==> src/sv/pseg_pkg.sv <==
// Shared types and constants for the point-to-segment projection block.
// No dependencies.
package pseg_pkg;
   // Comparison outcome of dot(w,d) against the squared segment length.
   typedef enum logic [1:0] {
      SEL_START = 2'd0,
      SEL_END   = 2'd1,
      SEL_RATIO = 2'd2
   } sel_type;
endpackage

==> src/sv/pseg_div_stage.sv <==
// One restoring-division step: shift the remainder, subtract if it fits.
// Depends on pseg_pkg.
module pseg_div_stage import pseg_pkg::*; #(
   parameter int REM_WIDTH = 68,
   parameter int Q_WIDTH   = 24
) (
   input  logic                 clock,
   input  logic                 advance,
   input  logic [REM_WIDTH-1:0] rem_in,
   input  logic [REM_WIDTH-1:0] den_in,
   input  logic [Q_WIDTH-1:0]   quo_in,
   output logic [REM_WIDTH-1:0] rem_out,
   output logic [REM_WIDTH-1:0] den_out,
   output logic [Q_WIDTH-1:0]   quo_out
);
   logic [REM_WIDTH:0]   shifted;
   logic                 fits;
   logic [REM_WIDTH-1:0] rem_ff, rem_in_nx;
   logic [REM_WIDTH-1:0] den_ff;
   logic [Q_WIDTH-1:0]   quo_ff;

   // remainder stays below the divisor, so the shifted value fits one more bit
   always_comb begin
      shifted   = {rem_in, 1'b0};
      fits      = shifted >= {1'b0, den_in};
      rem_in_nx = fits ? REM_WIDTH'(shifted - {1'b0, den_in}) : shifted[REM_WIDTH-1:0];
   end

   always_ff @(posedge clock) begin
      if (advance) begin
         rem_ff <= rem_in_nx;
         den_ff <= den_in;
         quo_ff <= {quo_in[Q_WIDTH-2:0], fits};
      end
   end

   assign rem_out = rem_ff;
   assign den_out = den_ff;
   assign quo_out = quo_ff;
endmodule

==> config.mk <==
export PLATFORM = sky130hd
export DESIGN_NAME = pseg_div_stage
export DESIGN_NICKNAME = d
export VERILOG_FILES = /design/src/sv/pseg_pkg.sv /design/src/sv/pseg_div_stage.sv
export SDC_FILE = /design/constraint.sdc
export NUM_CORES = 1
export LEC_CHECK = 0
export BUFFER_PORTS_ARGS = -buffer_cell sky130_fd_sc_hd__buf_4
export CAP_MARGIN = 20
export CORE_ASPECT_RATIO = 1.1
export CORE_MARGIN = 3
export CORE_UTILIZATION = 55
export CTS_BUF_LIST = sky130_fd_sc_hd__clkbuf_8
export DETAILED_ROUTE_END_ITERATION = 8
export PLACE_DENSITY = 0.86
export SYNTH_ARGS = -nofsm -noshare
export SYNTH_HDL_FRONTEND = slang
export SYNTH_SLANG_ARGS = --single-unit
==> constraint.sdc <==
create_clock -name clock -period 10.15 [get_ports clock]
set_input_delay 1.015 -clock clock [delete_from_list [all_inputs] [get_ports clock]]
set_output_delay 1.015 -clock clock [all_outputs]
set_load 0.01 [all_outputs]
* Word level (Yosys, flattened, before mapping)
Cells that the tools add are included.
Storage, ports and cells: register bits after elaboration 160, bits in latches 0, bits in writable memories 0, bits in read-only memories 0, input port bits 162, output and inout bits 160, word-level logic and storage cells 7, memories 0
Operators by class: add/sub/neg operators 1, $mul 0, div/mod/pow operators 0, order comparisons 1, eq/ne operators 0, shifts and indexed selects 0, mux-type cells 1, bitwise logic cells 0, reductions and logical operators 0
Operators by type and width (count):
- $ge A69 B68 Y1 | 1
- $mux W68 | 1
- $sub A68 B68 Y68 | 1

* Longest topological paths before layout
depth after elaboration 2, mapped depth 14, gate-level depth less buffers 11

* Least setup slack after synthesis
Ideal clock, no wire load.
kind input-to-reg, start in den_in[7], end reg rem_ff[52], in the netlist rem_out[52], data pin, library setup time 260 ps, arrival time 3783 ps, data required time 9890 ps, path slack 6107 ps, stages on the path 14, buffers on the path 3, path through inv_1 > ha_1 > buf_4 > nand2_1 > or3_1 > and4bb_4 > a31oi_4 > a2bb2oi_2 > a2111oi_4 > o221ai_2 > o21a_4 > buf_6 > buf_6 > mux2_4
Between the ends: longest elaborated chain between the ends 2, elaborated cells on any way between the ends 3, those cells by class 1 x add/sub; 1 x order compare; 1 x mux
RTL lines:
- from (decl) | RTL line pseg_div_stage.sv:10 | input logic [REM_WIDTH-1:0] den_in,
- $sub A68 B68 Y68 / $ge A69 B68 Y1 (equally long branches) | RTL line pseg_div_stage.sv:26, pseg_div_stage.sv:25
- $mux W68 (*) | RTL line pseg_div_stage.sv:26 | rem_in_nx = fits ? REM_WIDTH'(shifted - {1'b0, den_in}) : shifted[REM_WIDTH-1:0];
- named net rem_in_nx[52] | RTL line pseg_div_stage.sv:18 | logic [REM_WIDTH-1:0] rem_ff, rem_in_nx;
- to (signal assigned) | RTL line pseg_div_stage.sv:31 | rem_ff <= rem_in_nx;
- to (decl) | RTL line pseg_div_stage.sv:18
The timed path passes the listed nets; every way through them passes the cells marked *. A chain may end at the register's enable or synchronous reset.

* Worst setup path in the final report
start in rem_in[0], end reg rem_ff[62], in the netlist rem_out[62], data pin
Between the ends: longest elaborated chain between the ends 2, elaborated cells on any way between the ends 3, those cells by class 1 x add/sub; 1 x order compare; 1 x mux
RTL lines:
- from (decl) | RTL line pseg_div_stage.sv:9 | input logic [REM_WIDTH-1:0] rem_in,
- $sub A68 B68 Y68 / $ge A69 B68 Y1 (equally long branches) | RTL line pseg_div_stage.sv:26, pseg_div_stage.sv:25
- $mux W68 (*) | RTL line pseg_div_stage.sv:26
- named net rem_in_nx[62] | RTL line pseg_div_stage.sv:18
Marks and branches as above.

==> run_results.csv <==
group,metric,value,unit
clocking,numCtsBuffers,17,
logic_synthesis,synth_compound_area_share,18.6,%
logic_synthesis,synthSimpleGateAreaFrac,10.1,%
flow_run,max_cap_viol_count,0,
logic_synthesis,synth_mux_area_share,6.65,%
pwr,swShare,30.5,%
floorplan,ios,322,
pwr,vdd_drop_max,0.0861,mV
min_path,hold_depth,1,
grt,grt_pass1_vias,8643,
grt,grt_max_degree,89,
min_path,hp-class,"in2reg",
grt,groute.usage.overall,27.8,%
sta,period_share,44.6,%
routing,drt_iter0_markers,668,
clocking,clockBufferDepth,2,
pwr,total_power,2.00,mW
floorplan,die_y,150,um
finish,multi_input_area,5030,um^2
pwr,p_sw,609,uW
outcome,outcome,"complete, no violations",
grt,antenna_found_initial,0,
finish,drive_gt1_share,32.7,%
pwr,p_leak,5.85,nW
routing,ant_nets,0,
pwr,clkPwrFrac,27.3,%
logic_synthesis,seq_area_frac_synth,46.3,%
sta,slew_headroom,31.3,%
logic_synthesis,synth_ff_type,"edfxtp_1",
sta,worst_pin_slew,1.01,ns
logic_synthesis,synth_edf_count,160,
floorplan,die_x,137,um
critical_path,start_kind,"input port",
logic_synthesis,syn_nets,1220,
clocking,cts_max_level,4,
critical_path,cp-end-kind,"register",
logic_synthesis,syn_avg_cell_area,10.5,um^2
sta,rsz0062_at_grt,"no",
pwr,seqPwrFrac,42.1,%
routing,dr_total_vias,8917,
routing,wl_per_cell,19.0,um
logic_synthesis,yosys_warnings,0,
critical_path,path_class,"in2reg",
clocking,tritoncts,"built",
sta,setup-tns-final,0,ns
logic_synthesis,syn_area,10400,um^2
floorplan,start_util,56.2,%
clocking,clk_pin_slew,0.09,ns
logic_synthesis,synthXorXnorAreaFrac,4.64,%
logic_synthesis,ys_ff_latch,160,
placement,gp_congestion,0.907,
placement,portBuffers,320,
critical_path,cp_max_fo,3,
sta,hold_violations,0,
placement,place_hpwl,23.1,mm
logic_synthesis,synthAdderAreaFrac,8.39,%
sta,max_freq,221,MHz
routing,drt-vias-per-instance,5.75,
sta,fin_hold_ws,0.713,ns
floorplan,die-area,20600,um^2
grt,grt_pass1_wl,44.4,mm
clocking,cts_sinks,160,
routing,dr.pass1.iters,5,
finish,n_antenna_cell,0,
min_path,worst_hold_startpoint,"quo_in[5]",
pwr,pwr-share-comb,30.6,%
clocking,cts_setup_buffers,0,
floorplan,core-area,18500,um^2
clocking,ctsHoldBuffers,0,
finish,nNetsFinal,1525,
sta,maxSlewViolCount,0,
logic_synthesis,postSynthCellCount,989,
critical_path,crit_start,"rem_in[0]",
logic_synthesis,synth_top_family_by_area,"compound AO/OA/AOI/OAI gates",
sta,setup_violations,0,
logic_synthesis,ys_types,62,
finish,final_util,72.6,%
sta,post-route-min-period,4.53,ns
pwr,p_per_area,149,nW/um^2
clocking,clock-root-buffer,"clkbuf_8",
min_path,whs_endpoint,"quo_out[6]",
routing,drc,0,
logic_synthesis,async_flop_share,0,%
clocking,ctsResizeCount,0,
finish,area_growth_syn_to_layout,29.2,%
critical_path,arrival,4.79,ns
pwr,intPower,1.39,mW
routing,drt-total-wl,29.4,mm
finish,register_area,4800,um^2
finish,nFillCells,1413,
grt,overflow,0,
critical_path,worstPathRequired,10.41,ns
floorplan,row_count,52,
worst max path at each step:
stage,endpoint,slack [ns]
3_3_place_gp,rem_out[10],5.02
3_5_place_dp,rem_out[31],4.95
4_1_cts,rem_out[51],5.45
6_report,rem_out[62],5.62
5_1_grt,rem_out[62],5.46
2_1_floorplan,rem_out[52],6.11
power by group through the flow:
| stage | clock network [mW] | registers (mW) | logic (mW) |
|---|---|---|---|
| 4_1_cts | 0.552 | 0.842 | 0.608 |
| 3_3_place_gp | 0 | 0.854 | 0.593 |
| 6_report | 0.545 | 0.842 | 0.612 |
| 3_5_place_dp | 0 | 0.857 | 0.604 |
| 2_1_floorplan | 0 | 0.897 | 0.306 |
| 5_1_grt | 0.581 | 0.849 | 0.663 |
critical path: stages:
cell	delay, ns
buf_4	0.08
inv_1	0.06
fa_1	0.46
nand2b_1	0.18
a21oi_1	0.24
o21ai_0	0.18
a311oi_1	0.56
o211ai_1	0.25
a2111oi_0	0.91
nor3_1	0.29
mux2i_1	0.19
o31ai_1	0.35
Yosys cell counts, drive strengths merged (2+ instances only):
cell type / instances / area, um^2
edfxtp: 160 / 4800
a21oi: 99 / 495
inv: 98 / 368
nand2: 76 / 285
ha: 68 / 851
mux2: 56 / 661
o21ai: 49 / 245
nor2: 47 / 176
xnor2: 33 / 289
nand4: 28 / 175
a21o: 25 / 188
clkbuf: 23 / 86.3
xor2: 22 / 193
o21bai: 21 / 158
o31ai: 19 / 158
buf: 15 / 98.8
o211ai: 15 / 113
a211oi: 13 / 97.6
o21a: 13 / 105
and3: 9 / 56.3
a31oi: 8 / 65.1
and2: 8 / 50.1
nand3: 8 / 40.0
a21boi: 7 / 52.6
nor4: 7 / 43.8
nor3: 6 / 30.0
a221oi: 5 / 43.8
or3: 5 / 31.3
a2111oi: 4 / 53.8
o221ai: 4 / 41.3
or2: 4 / 25.0
and3b: 3 / 26.3
mux2i: 3 / 30.0
nand2b: 3 / 18.8
nor2b: 3 / 18.8
o2111ai: 3 / 26.3
a311oi: 2 / 17.5
nand3b: 2 / 15.0
o22ai: 2 / 12.5
layout make-up:
type	instances	share of cell area (%)
well taps	243	2.27
inverters	98	2.74
multi-input cells	693	37.5
clock buffers	17	1.74
clock inverters	15	1.64
flip-flops and latches	160	35.8
repair buffers	324	18.3
stage by stage:
step / worst slack (ns) / cell area [um^2] / instances
CTS: 5.45 / 13400 / 1549
global placement: 5.02 / 12900 / 1517
floorplan: 6.11 / 10400 / 989
global route: 5.46 / 13400 / 1550
detailed placement: 4.95 / 12900 / 1517
finish: 5.62 / 13400 / 1550
kinds of logic after synthesis:
group	Yosys count
XOR/XNOR	55
flip-flops	160
AO/OA/AOI/OAI	295
AND/OR/NAND/NOR	215
adder cells (fa/ha/maj)	69
buffers and inverters	136
multiplexers	59
per-layer routing:
metal / GRT usage, % / share of wire [%] / vias up
li1: - / - / 4285
met1: 32.9 / 38 / 4186
met2: 48.6 / 50 / 382
met3: 6.95 / 8.2 / 64
met4: 10.3 / 3.3 / 0
met5: 0 / 0 / -
sequential cells by signal, indices dropped and copies added, names as in the netlist:
register / flops
den_out: 68
rem_out: 68
quo_out: 24
placed cells by master (no fill, tap or decap), drive strengths merged, types with 5 or more instances in the layout:
cell	n
a211oi	13
a21boi	7
a21o	25
a21oi	99
a221oi	5
a31oi	8
and2	8
and3	9
buf	324
clkbuf	17
edfxtp	160
ha	68
inv	105
mux2	56
nand2	76
nand3	8
nand4	28
nor2	47
nor3	6
nor4	7
o211ai	15
o21a	13
o21ai	49
o21bai	21
o31ai	19
or3	5
xnor2	33
xor2	22
Note: power is estimated with default switching activity, not from simulation.
